--- src/rtl/core/dhls_pkg.sv ---
// ----------------------------------------------------------------------------
// Delayed hysteresis load switch package
// Shared widths, register and mode codes, and the payload and status structs.
// ----------------------------------------------------------------------------
`default_nettype none

package dhls_pkg;

	localparam int POWER_BITS    = 21;
	localparam int TIME_BITS     = 32;
	localparam int FRAC_BITS     = 16;
	localparam int COUNT_BITS    = 32;
	localparam int MODE_BITS     = 2;
	localparam int CFG_DATA_BITS = 32;
	localparam int CFG_IDX_BITS  = 3;

	// Register indexes of the configuration port.
	localparam logic [CFG_IDX_BITS-1:0] REG_THRESHOLD = 3'd0;
	localparam logic [CFG_IDX_BITS-1:0] REG_FRACTION  = 3'd1;
	localparam logic [CFG_IDX_BITS-1:0] REG_MODE      = 3'd2;
	localparam logic [CFG_IDX_BITS-1:0] REG_DELAY_ON  = 3'd3;
	localparam logic [CFG_IDX_BITS-1:0] REG_DELAY_OFF = 3'd4;
	localparam logic [CFG_IDX_BITS-1:0] REG_ENABLE    = 3'd5;

	// Rule modes; the remaining codes are never met.
	localparam logic [MODE_BITS-1:0] MODE_ABOVE = 2'd0;
	localparam logic [MODE_BITS-1:0] MODE_BELOW = 2'd1;
	localparam logic [MODE_BITS-1:0] MODE_NEVER = 2'd2;

	typedef struct packed {
		logic signed [POWER_BITS-1:0] export_power;
		logic        [TIME_BITS-1:0]  now_ms;
		logic                         device_on;
	} in_item_t;

	typedef struct packed {
		logic                  command_valid;
		logic                  switch_on;
		logic                  condition_active;
		logic                  delay_pending;
		logic [COUNT_BITS-1:0] trigger_count;
	} out_item_t;

	// Configuration as seen by the rule core, with the hysteresis offset
	// already worked out from threshold and fraction.
	typedef struct packed {
		logic signed [POWER_BITS-1:0] threshold;
		logic signed [POWER_BITS-1:0] offset;
		logic        [MODE_BITS-1:0]  rule_mode;
		logic        [TIME_BITS-1:0]  delay_on;
		logic        [TIME_BITS-1:0]  delay_off;
		logic                         rule_enabled;
	} cfg_t;

endpackage

`default_nettype wire

--- src/rtl/core/dhls_cfg_regs.sv ---
// ----------------------------------------------------------------------------
// Configuration registers
// Holds the rule registers and a registered hysteresis offset.
// ----------------------------------------------------------------------------
`default_nettype none

module dhls_cfg_regs (
	input  wire logic                                clk,
	input  wire logic                                arst_n,
	input  wire logic                                cfg_we,
	input  wire logic [dhls_pkg::CFG_IDX_BITS-1:0]   cfg_index,
	input  wire logic [dhls_pkg::CFG_DATA_BITS-1:0]  cfg_wdata,
	output dhls_pkg::cfg_t                           cfg
);
	import dhls_pkg::*;

	localparam int PROD_BITS = POWER_BITS + FRAC_BITS + 1;

	logic signed [POWER_BITS-1:0] threshold_q;
	logic        [FRAC_BITS-1:0]  fraction_q;
	logic        [MODE_BITS-1:0]  mode_q;
	logic        [TIME_BITS-1:0]  delay_on_q;
	logic        [TIME_BITS-1:0]  delay_off_q;
	logic                         enable_q;
	logic signed [POWER_BITS-1:0] offset_q;
	logic signed [PROD_BITS-1:0]  prod;

	always_ff @(posedge clk or negedge arst_n) begin
		if (!arst_n) begin
			threshold_q <= '0;
			fraction_q  <= '0;
			mode_q      <= MODE_NEVER;
			delay_on_q  <= '0;
			delay_off_q <= '0;
			enable_q    <= 1'b0;
		end else if (cfg_we) begin
			case (cfg_index)
				REG_THRESHOLD: threshold_q <= cfg_wdata[POWER_BITS-1:0];
				REG_FRACTION:  fraction_q  <= cfg_wdata[FRAC_BITS-1:0];
				REG_MODE:      mode_q      <= cfg_wdata[MODE_BITS-1:0];
				REG_DELAY_ON:  delay_on_q  <= cfg_wdata[TIME_BITS-1:0];
				REG_DELAY_OFF: delay_off_q <= cfg_wdata[TIME_BITS-1:0];
				REG_ENABLE:    enable_q    <= cfg_wdata[0];
				default: ;
			endcase
		end
	end

	// The product is exact; taking the upper bits is a floor division by 2^16.
	assign prod = $signed({threshold_q[POWER_BITS-1], threshold_q})
		* $signed({1'b0, fraction_q});

	always_ff @(posedge clk or negedge arst_n) begin
		if (!arst_n) begin
			offset_q <= '0;
		end else begin
			offset_q <= prod[FRAC_BITS+POWER_BITS-1:FRAC_BITS];
		end
	end

	always_comb begin
		cfg.threshold    = threshold_q;
		cfg.offset       = offset_q;
		cfg.rule_mode    = mode_q;
		cfg.delay_on     = delay_on_q;
		cfg.delay_off    = delay_off_q;
		cfg.rule_enabled = enable_q;
	end

endmodule

`default_nettype wire

--- src/rtl/core/dhls_rule_core.sv ---
// ----------------------------------------------------------------------------
// Rule core
// Rule state and the single-pass evaluation of one sample.
// ----------------------------------------------------------------------------
`default_nettype none

module dhls_rule_core (
	input  wire logic               clk,
	input  wire logic               arst_n,
	input  wire logic               fire,
	input  wire dhls_pkg::in_item_t item,
	input  wire dhls_pkg::cfg_t     cfg,
	output dhls_pkg::out_item_t result,
	output logic [dhls_pkg::COUNT_BITS-1:0] trig_count
);
	import dhls_pkg::*;

	logic                  cond_q, wait_q;
	logic [TIME_BITS-1:0]  met_since_q, last_action_q;
	logic [COUNT_BITS-1:0] trig_q;

	logic                  cond_n, wait_n;
	logic [TIME_BITS-1:0]  met_since_n, last_action_n;
	logic [COUNT_BITS-1:0] trig_n;

	logic signed [POWER_BITS:0] eff;
	logic signed [POWER_BITS:0] power_x;
	logic                  met, want_on, acted, cmd, turn_on;
	logic [TIME_BITS-1:0]  need, elapsed, since;

	always_comb begin
		power_x = {item.export_power[POWER_BITS-1], item.export_power};
		if (item.device_on) begin
			eff = {cfg.threshold[POWER_BITS-1], cfg.threshold}
				- {cfg.offset[POWER_BITS-1], cfg.offset};
		end else begin
			eff = {cfg.threshold[POWER_BITS-1], cfg.threshold}
				+ {cfg.offset[POWER_BITS-1], cfg.offset};
		end
		case (cfg.rule_mode)
			MODE_ABOVE: met = power_x >= eff;
			MODE_BELOW: met = power_x <= eff;
			default:    met = 1'b0;
		endcase

		cond_n        = cond_q;
		wait_n        = wait_q;
		met_since_n   = met_since_q;
		last_action_n = last_action_q;
		trig_n        = trig_q;
		acted         = 1'b0;
		cmd           = 1'b0;
		turn_on       = 1'b0;
		want_on       = (cfg.rule_mode == MODE_ABOVE);
		need          = want_on ? cfg.delay_on : cfg.delay_off;

		if (cfg.rule_enabled) begin
			if (met && !cond_q) begin
				cond_n      = 1'b1;
				wait_n      = 1'b1;
				met_since_n = item.now_ms;
			end else if (!met && cond_q) begin
				cond_n = 1'b0;
				wait_n = 1'b0;
			end
		end

		elapsed = item.now_ms - met_since_n;
		since   = item.now_ms - last_action_q;

		if (cfg.rule_enabled) begin
			if (cond_n && wait_n && (elapsed >= need)) begin
				if (item.device_on != want_on) begin
					cmd     = 1'b1;
					turn_on = want_on;
				end
				wait_n        = 1'b0;
				last_action_n = item.now_ms;
				trig_n        = trig_q + 1'b1;
				acted         = 1'b1;
			end
			if (!acted && !cond_n && item.device_on && want_on
				&& (since >= cfg.delay_off)) begin
				cmd           = 1'b1;
				turn_on       = 1'b0;
				last_action_n = item.now_ms;
			end
		end

		result.command_valid    = cmd;
		result.switch_on        = cmd && turn_on;
		result.condition_active = cond_n;
		result.delay_pending    = cond_n && wait_n;
		result.trigger_count    = trig_n;
	end

	always_ff @(posedge clk or negedge arst_n) begin
		if (!arst_n) begin
			cond_q        <= 1'b0;
			wait_q        <= 1'b0;
			met_since_q   <= '0;
			last_action_q <= '0;
			trig_q        <= '0;
		end else if (fire) begin
			cond_q        <= cond_n;
			wait_q        <= wait_n;
			met_since_q   <= met_since_n;
			last_action_q <= last_action_n;
			trig_q        <= trig_n;
		end
	end

	assign trig_count = trig_q;

endmodule

`default_nettype wire

--- src/rtl/core/delayed_hysteresis_load_switch_unit.sv ---
// ----------------------------------------------------------------------------
// Delayed hysteresis load switch unit
// One export-power rule with hysteresis, an on delay and an off delay.
// ----------------------------------------------------------------------------
//
//   Channel   Signals                          Moves
//   input     in_valid, in_ready, in_data      one power sample per transfer
//   output    out_valid, out_ready, out_data   one rule result per transfer
//   config    cfg_we, cfg_index, cfg_wdata     one register write per cycle
//
// A sample is held in the input register, and its result goes through the
// rule logic into the result register, from which it is offered on the
// output channel.
// A new sample is taken in every cycle while results drain.
// The hysteresis offset is registered in the cycle after a configuration write.
// Reset clears the rule state and loads the register defaults (mode never met).
// A stalled output holds the result and backs up into the input register.
//
`default_nettype none

module delayed_hysteresis_load_switch_unit (
	input  wire logic                                clk,
	input  wire logic                                arst_n,
	input  wire logic                                in_valid,
	output logic                                     in_ready,
	input  wire dhls_pkg::in_item_t                  in_data,
	output logic                                     out_valid,
	input  wire logic                                out_ready,
	output dhls_pkg::out_item_t                      out_data,
	input  wire logic                                cfg_we,
	input  wire logic [dhls_pkg::CFG_IDX_BITS-1:0]   cfg_index,
	input  wire logic [dhls_pkg::CFG_DATA_BITS-1:0]  cfg_wdata
);
	import dhls_pkg::*;

	cfg_t                  cfg;
	in_item_t              item_s1;
	logic                  valid_s1;
	out_item_t             res_s2;
	logic                  valid_s2;
	out_item_t             result;
	logic                  advance;
	logic                  fire;
	logic [COUNT_BITS-1:0] trig_count;

	dhls_cfg_regs u_cfg (
		.clk       (clk),
		.arst_n    (arst_n),
		.cfg_we    (cfg_we),
		.cfg_index (cfg_index),
		.cfg_wdata (cfg_wdata),
		.cfg       (cfg)
	);

	// The result register can take a new result when it is empty or its
	// current result is being transferred out in this cycle.
	assign advance  = !valid_s2 || out_ready;
	assign fire     = valid_s1 && advance;
	assign in_ready = !valid_s1 || advance;

	always_ff @(posedge clk or negedge arst_n) begin
		if (!arst_n) begin
			valid_s1 <= 1'b0;
		end else if (in_ready) begin
			valid_s1 <= in_valid;
		end
	end

	always_ff @(posedge clk) begin
		if (in_ready && in_valid) begin
			item_s1 <= in_data;
		end
	end

	// The rule state is updated only when the sample's result is stored, so
	// the next sample always sees the state this one leaves.
	dhls_rule_core u_core (
		.clk        (clk),
		.arst_n     (arst_n),
		.fire       (fire),
		.item       (item_s1),
		.cfg        (cfg),
		.result     (result),
		.trig_count (trig_count)
	);

	always_ff @(posedge clk or negedge arst_n) begin
		if (!arst_n) begin
			valid_s2 <= 1'b0;
		end else if (advance) begin
			valid_s2 <= valid_s1;
		end
	end

	always_ff @(posedge clk) begin
		if (fire) begin
			res_s2 <= result;
		end
	end

	assign out_valid = valid_s2;
	assign out_data  = res_s2;

	// An empty result register never blocks the input side.
	a_ready_when_empty: assert property (@(posedge clk) disable iff (!arst_n)
		!valid_s2 |-> in_ready)
		else $error("input stalled while the result register is empty");

	// A disabled rule never produces a switch command.
	a_disabled_no_cmd: assert property (@(posedge clk) disable iff (!arst_n)
		(fire && !cfg.rule_enabled) |=> !res_s2.command_valid)
		else $error("command issued while the rule is disabled");

	// The trigger count advances by at most one per cycle.
	a_count_step: assert property (@(posedge clk) disable iff (!arst_n)
		(trig_count == $past(trig_count)) || (trig_count == $past(trig_count) + 1'b1))
		else $error("trigger count jumped");

	// A stored result with a pending delay always has its condition met.
	a_pending_cond: assert property (@(posedge clk) disable iff (!arst_n)
		fire |=> (!res_s2.delay_pending || res_s2.condition_active))
		else $error("delay pending without an active condition");

endmodule

`default_nettype wire

--- config.mk ---
export PLATFORM = sky130hd
export DESIGN_NAME = delayed_hysteresis_load_switch_unit
export DESIGN_NICKNAME = d
export VERILOG_FILES = /design/src/rtl/core/dhls_pkg.sv /design/src/rtl/core/dhls_cfg_regs.sv /design/src/rtl/core/dhls_rule_core.sv /design/src/rtl/core/delayed_hysteresis_load_switch_unit.sv
export SDC_FILE = /design/constraint.sdc
export NUM_CORES = 2
export LEC_CHECK = 0
export BUFFER_PORTS_ARGS = -buffer_cell sky130_fd_sc_hd__buf_2
export CAP_MARGIN = 20
export CORE_AREA = 10 10 299 301
export CTS_CLUSTER_DIAMETER = 40
export DETAILED_ROUTE_END_ITERATION = 12
export DIE_AREA = 0 0 309 311
export MAX_ROUTING_LAYER = met4
export PLACE_DENSITY_LB_ADDON = 0.15
export SLEW_MARGIN = 10
export SYNTH_ARGS = -nofsm -noshare
export SYNTH_HDL_FRONTEND = slang
export SYNTH_HIERARCHICAL = 1
export SYNTH_SLANG_ARGS = --single-unit
export TNS_END_PERCENT = 10
--- constraint.sdc ---
create_clock -name clk -period 15.5 [get_ports clk]
set_input_delay 3.1 -clock clk [delete_from_list [all_inputs] [get_ports clk]]
set_output_delay 3.1 -clock clk [all_outputs]
set_load 0.005 [all_outputs]
==> summary.txt <==
Status
  – Status: finished, final reports clean

Synth
  – EDFF count, synth: 90
  – Syn_nets: 3,665
  – Mean Syn Cell Area: 10.3 µm²
  – Synth area leaders: fa_1 (22%), dfrtp_1 (18%), ha_1 (11%)
  – Asr flop ratio synth: 71.4%
  – Predominant post-synthesis flop cell: dfrtp_1
  – Yosys reg bits: 315
  – Share of the synthesized area in the top cell type: 21.6%
  – Unique masters post-synth: 80
  – Seq/Total Area, Yosys: 27.2%
  – Post-synth top area cell: fa_1
  – Cell count after synthesis: 2,977
  – Post-Syn Area: 0.0306 mm²
  – Syn. warnings: 6

Place
  – Port-buffer cells: 131
  – Post-detail-place hpwl: 63.7 mm
  – GPL Wtd Cong: 0.885
  – Setup WS pre-CTS: 3110 ps

Critical path
  – FF-to-FF path depth: 49
  – Critical Path Max Stage Delay: 710 ps
  – Critical-path maximum fanout: 63
  – Crit Path Category: flip-flop to flip-flop
  – Worst setup SP type: flip-flop
  – CP max-delay cell: nor4_1
  – Worst EP arrival: 13,010 ps
  – Reg2reg start: u_cfg/offset_q[0]
  – CP Capture Type: flip-flop
  – Reg2Reg Setup Slack: 2930 ps
  – R2r endpoint: u_core/last_action_q[23]
  – Worst EP required: 15,950 ps
  – Top cell by count, worst path: a21oi_1

Timing
  – Fin Clk Skew: 29.0 ps
  – Unrepaired setup endpoints after global routing: false
  – Fin crit period: 12,570 ps
  – Final Hold Violating Endpoints: 0
  – Final period utilization: 81.1%
  – Worst-Margin Slew: 1030 ps
  – Post-route setup TNS: 0 ps
  – Final setup fails: 0
  – FMAX: 79.6 MHz
  – Setup slack after layout: 2930 ps
  – Slew Limit Fails: 0
  – Slew margin rel.: 31.3%

Floorplan
  – Die Ht: 311 µm
  – Die X: 309 µm
  – Starting Density: 36.8%
  – Area of the die: 0.0961 mm²
  – Core area: 0.0833 mm²
  – Row cnt: 106
  – I/O pin count: 132

Routing
  – DRC viols: 0
  – Via Count: 21,600
  – Vias per std cell: 5.12
  – DRT Pass-1 Iters: 5
  – WL per Instance: 19.7 µm
  – Post-route ant nets: 0
  – Initial DRC Count: 1,046
  – Drt total wl: 83.3 mm

Finish
  – NumNets Final: 3,779
  – Layout fillers: 8,181
  – Share of layout cells above drive strength 1: 13.0%
  – Final core utilization: 41.1%
  – P&R area growth vs syn: 11.7%

Min path
  – Hold Path Cell Cnt: 1
  – Min-delay src: u_core/last_action_q[27]
  – Worst Hold End: u_core/last_action_q[27]
  – Worst Hold Class: flip-flop to flip-flop

CTS
  – CTS tree: done
  – H-tree depth: 2
  – Clock buffer depth: 3
  – Worst-path clk slew: 50 ps
  – Post-CTS sizing: 0
  – Root Buffer Master: clkbuf_16
  – Post CTS Setup Buffer Count: 0
  – Cts-stage hold buffer count: 0
  – Skew-Pair Late Insertion Delay: 580 ps
  – # clock sinks: 315
  – CTS buffer count: 45

Global route
  – Antenna violations before repair: 13
  – Gr ovfl total: 0
  – Global-route wire length before repair: 133 mm
  – Largest net degree at the start of global routing: 82
  – GRT Overall Usage: 18.0%
  – Vias in the first global route: 23,200

Job
  – Max-cap violations: 0
[cell families after synthesis]
family	Yosys count	share of synthesized area, %
XOR/XNOR	186	5.32
flip-flops	315	27.2
buffers and inverters	573	7.09
adder cells (fa/ha/maj)	594	32.4
multiplexers	231	8.23
AO/OA/AOI/OAI	346	7.72
AND/OR/NAND/NOR	732	12.0
[synth_stat cells (all sizes together) (8+ instances only)]
| master | number |
|---|---|
| edfxtp | 90 |
| dfrtp | 224 |
| nor2 | 81 |
| and2 | 150 |
| xnor2 | 140 |
| mux2i | 65 |
| nor2b | 12 |
| a211oi | 16 |
| o211ai | 10 |
| fa | 331 |
| ha | 263 |
| nand3 | 45 |
| inv | 471 |
| buf | 14 |
| a31oi | 13 |
| and3 | 39 |
| and4 | 9 |
| o21ai | 44 |
| nand4 | 48 |
| a211o | 10 |
| nor3 | 24 |
| o21bai | 8 |
| nand2b | 27 |
| nand2 | 267 |
| clkbuf | 88 |
| or3 | 8 |
| a21o | 58 |
| o21a | 16 |
| mux2 | 166 |
| xor2 | 46 |
| a21oi | 116 |
[how the worst max path moves through the flow]
stage	start	endpoint	slack, ps	cells past startpoint
detailed placement	u_cfg/offset_q[0]	u_core/last_action_q[14]	3110	49
global route	u_cfg/offset_q[0]	u_core/last_action_q[23]	1940	47
CTS	u_cfg/offset_q[0]	u_core/last_action_q[23]	3020	49
floorplan	u_cfg/offset_q[0]	u_core/last_action_q[10]	5450	48
global placement	u_cfg/offset_q[0]	u_core/last_action_q[31]	3340	49
finish	u_cfg/offset_q[0]	u_core/last_action_q[23]	2930	49
[layer usage]
metal / vias to the layer above / GRT usage [%] / routed length [µm]
met5: - / - / 0
li1: 10100 / - / -
met4: 0 / 4.40 / 1930
met3: 124 / 2.81 / 3980
met1: 11000 / 24.3 / 39300
met2: 446 / 28.1 / 38100
[state kept, by name, indices dropped and copies added, names as in the netlist, 2 cells and up]
name / flops
u_cfg/delay_off_q: 32
u_cfg/offset_q: 21
u_cfg/threshold_q: 21
u_core/met_since_q: 32
u_core/trig_count: 32
u_cfg/mode_q: 2
item_s1: 54
out_data: 36
u_core/last_action_q: 32
u_cfg/delay_on_q: 32
u_cfg/fraction_q: 16
[per-stage QoR]
step,cells,cell area [µm²],hold slack [ps]
2_1_floorplan,2977,30600,462
3_5_place_dp,4122,32500,481
5_1_grt,4221,34200,498
4_1_cts,4206,34100,493
6_report,4222,34200,487
3_3_place_gp,4121,32500,474
[worst max-delay path, delay by kind of cell, from the launching register on]
kind	cells	cell delay, ps
compound gates	22	4800
xor+xnor	4	660
fa+ha+maj	6	1560
buf+inv	6	1470
flops	1	400
mux	2	810
simple gates	9	2680
[cell type report]
class | instances | area [µm²] | share of cell area [%]
inverters | 471 | 1770 | 5.17
multi-input cells | 2089 | 20100 | 58.9
flip-flops and latches | 315 | 8330 | 24.4
well taps | 1080 | 1350 | 3.95
diodes | 14 | 35.0 | 0.102
clock buffers | 54 | 1200 | 3.51
repair buffers | 169 | 1000 | 2.93
clock inverters | 30 | 369 | 1.08
[placed cells by master, fill, tap and decap left out, types with 41 or more instances in the layout]
cell type,instances
a21o_1,58
buf_2,130
inv_1,471
nand4_1,48
xnor2_1,140
mux2i_1,65
fa_1,331
ha_1,263
nand2_1,267
edfxtp_1,90
and2_1,147
a21oi_1,116
clkbuf_16,46
o21ai_0,41
dfrtp_1,224
nand3_1,44
mux2_2,136
nor2_1,80
xor2_1,46
Power is left out: the tool's default activity adds up to more than one toggle a clock period on the data nets, which glitch-free logic cannot reach.
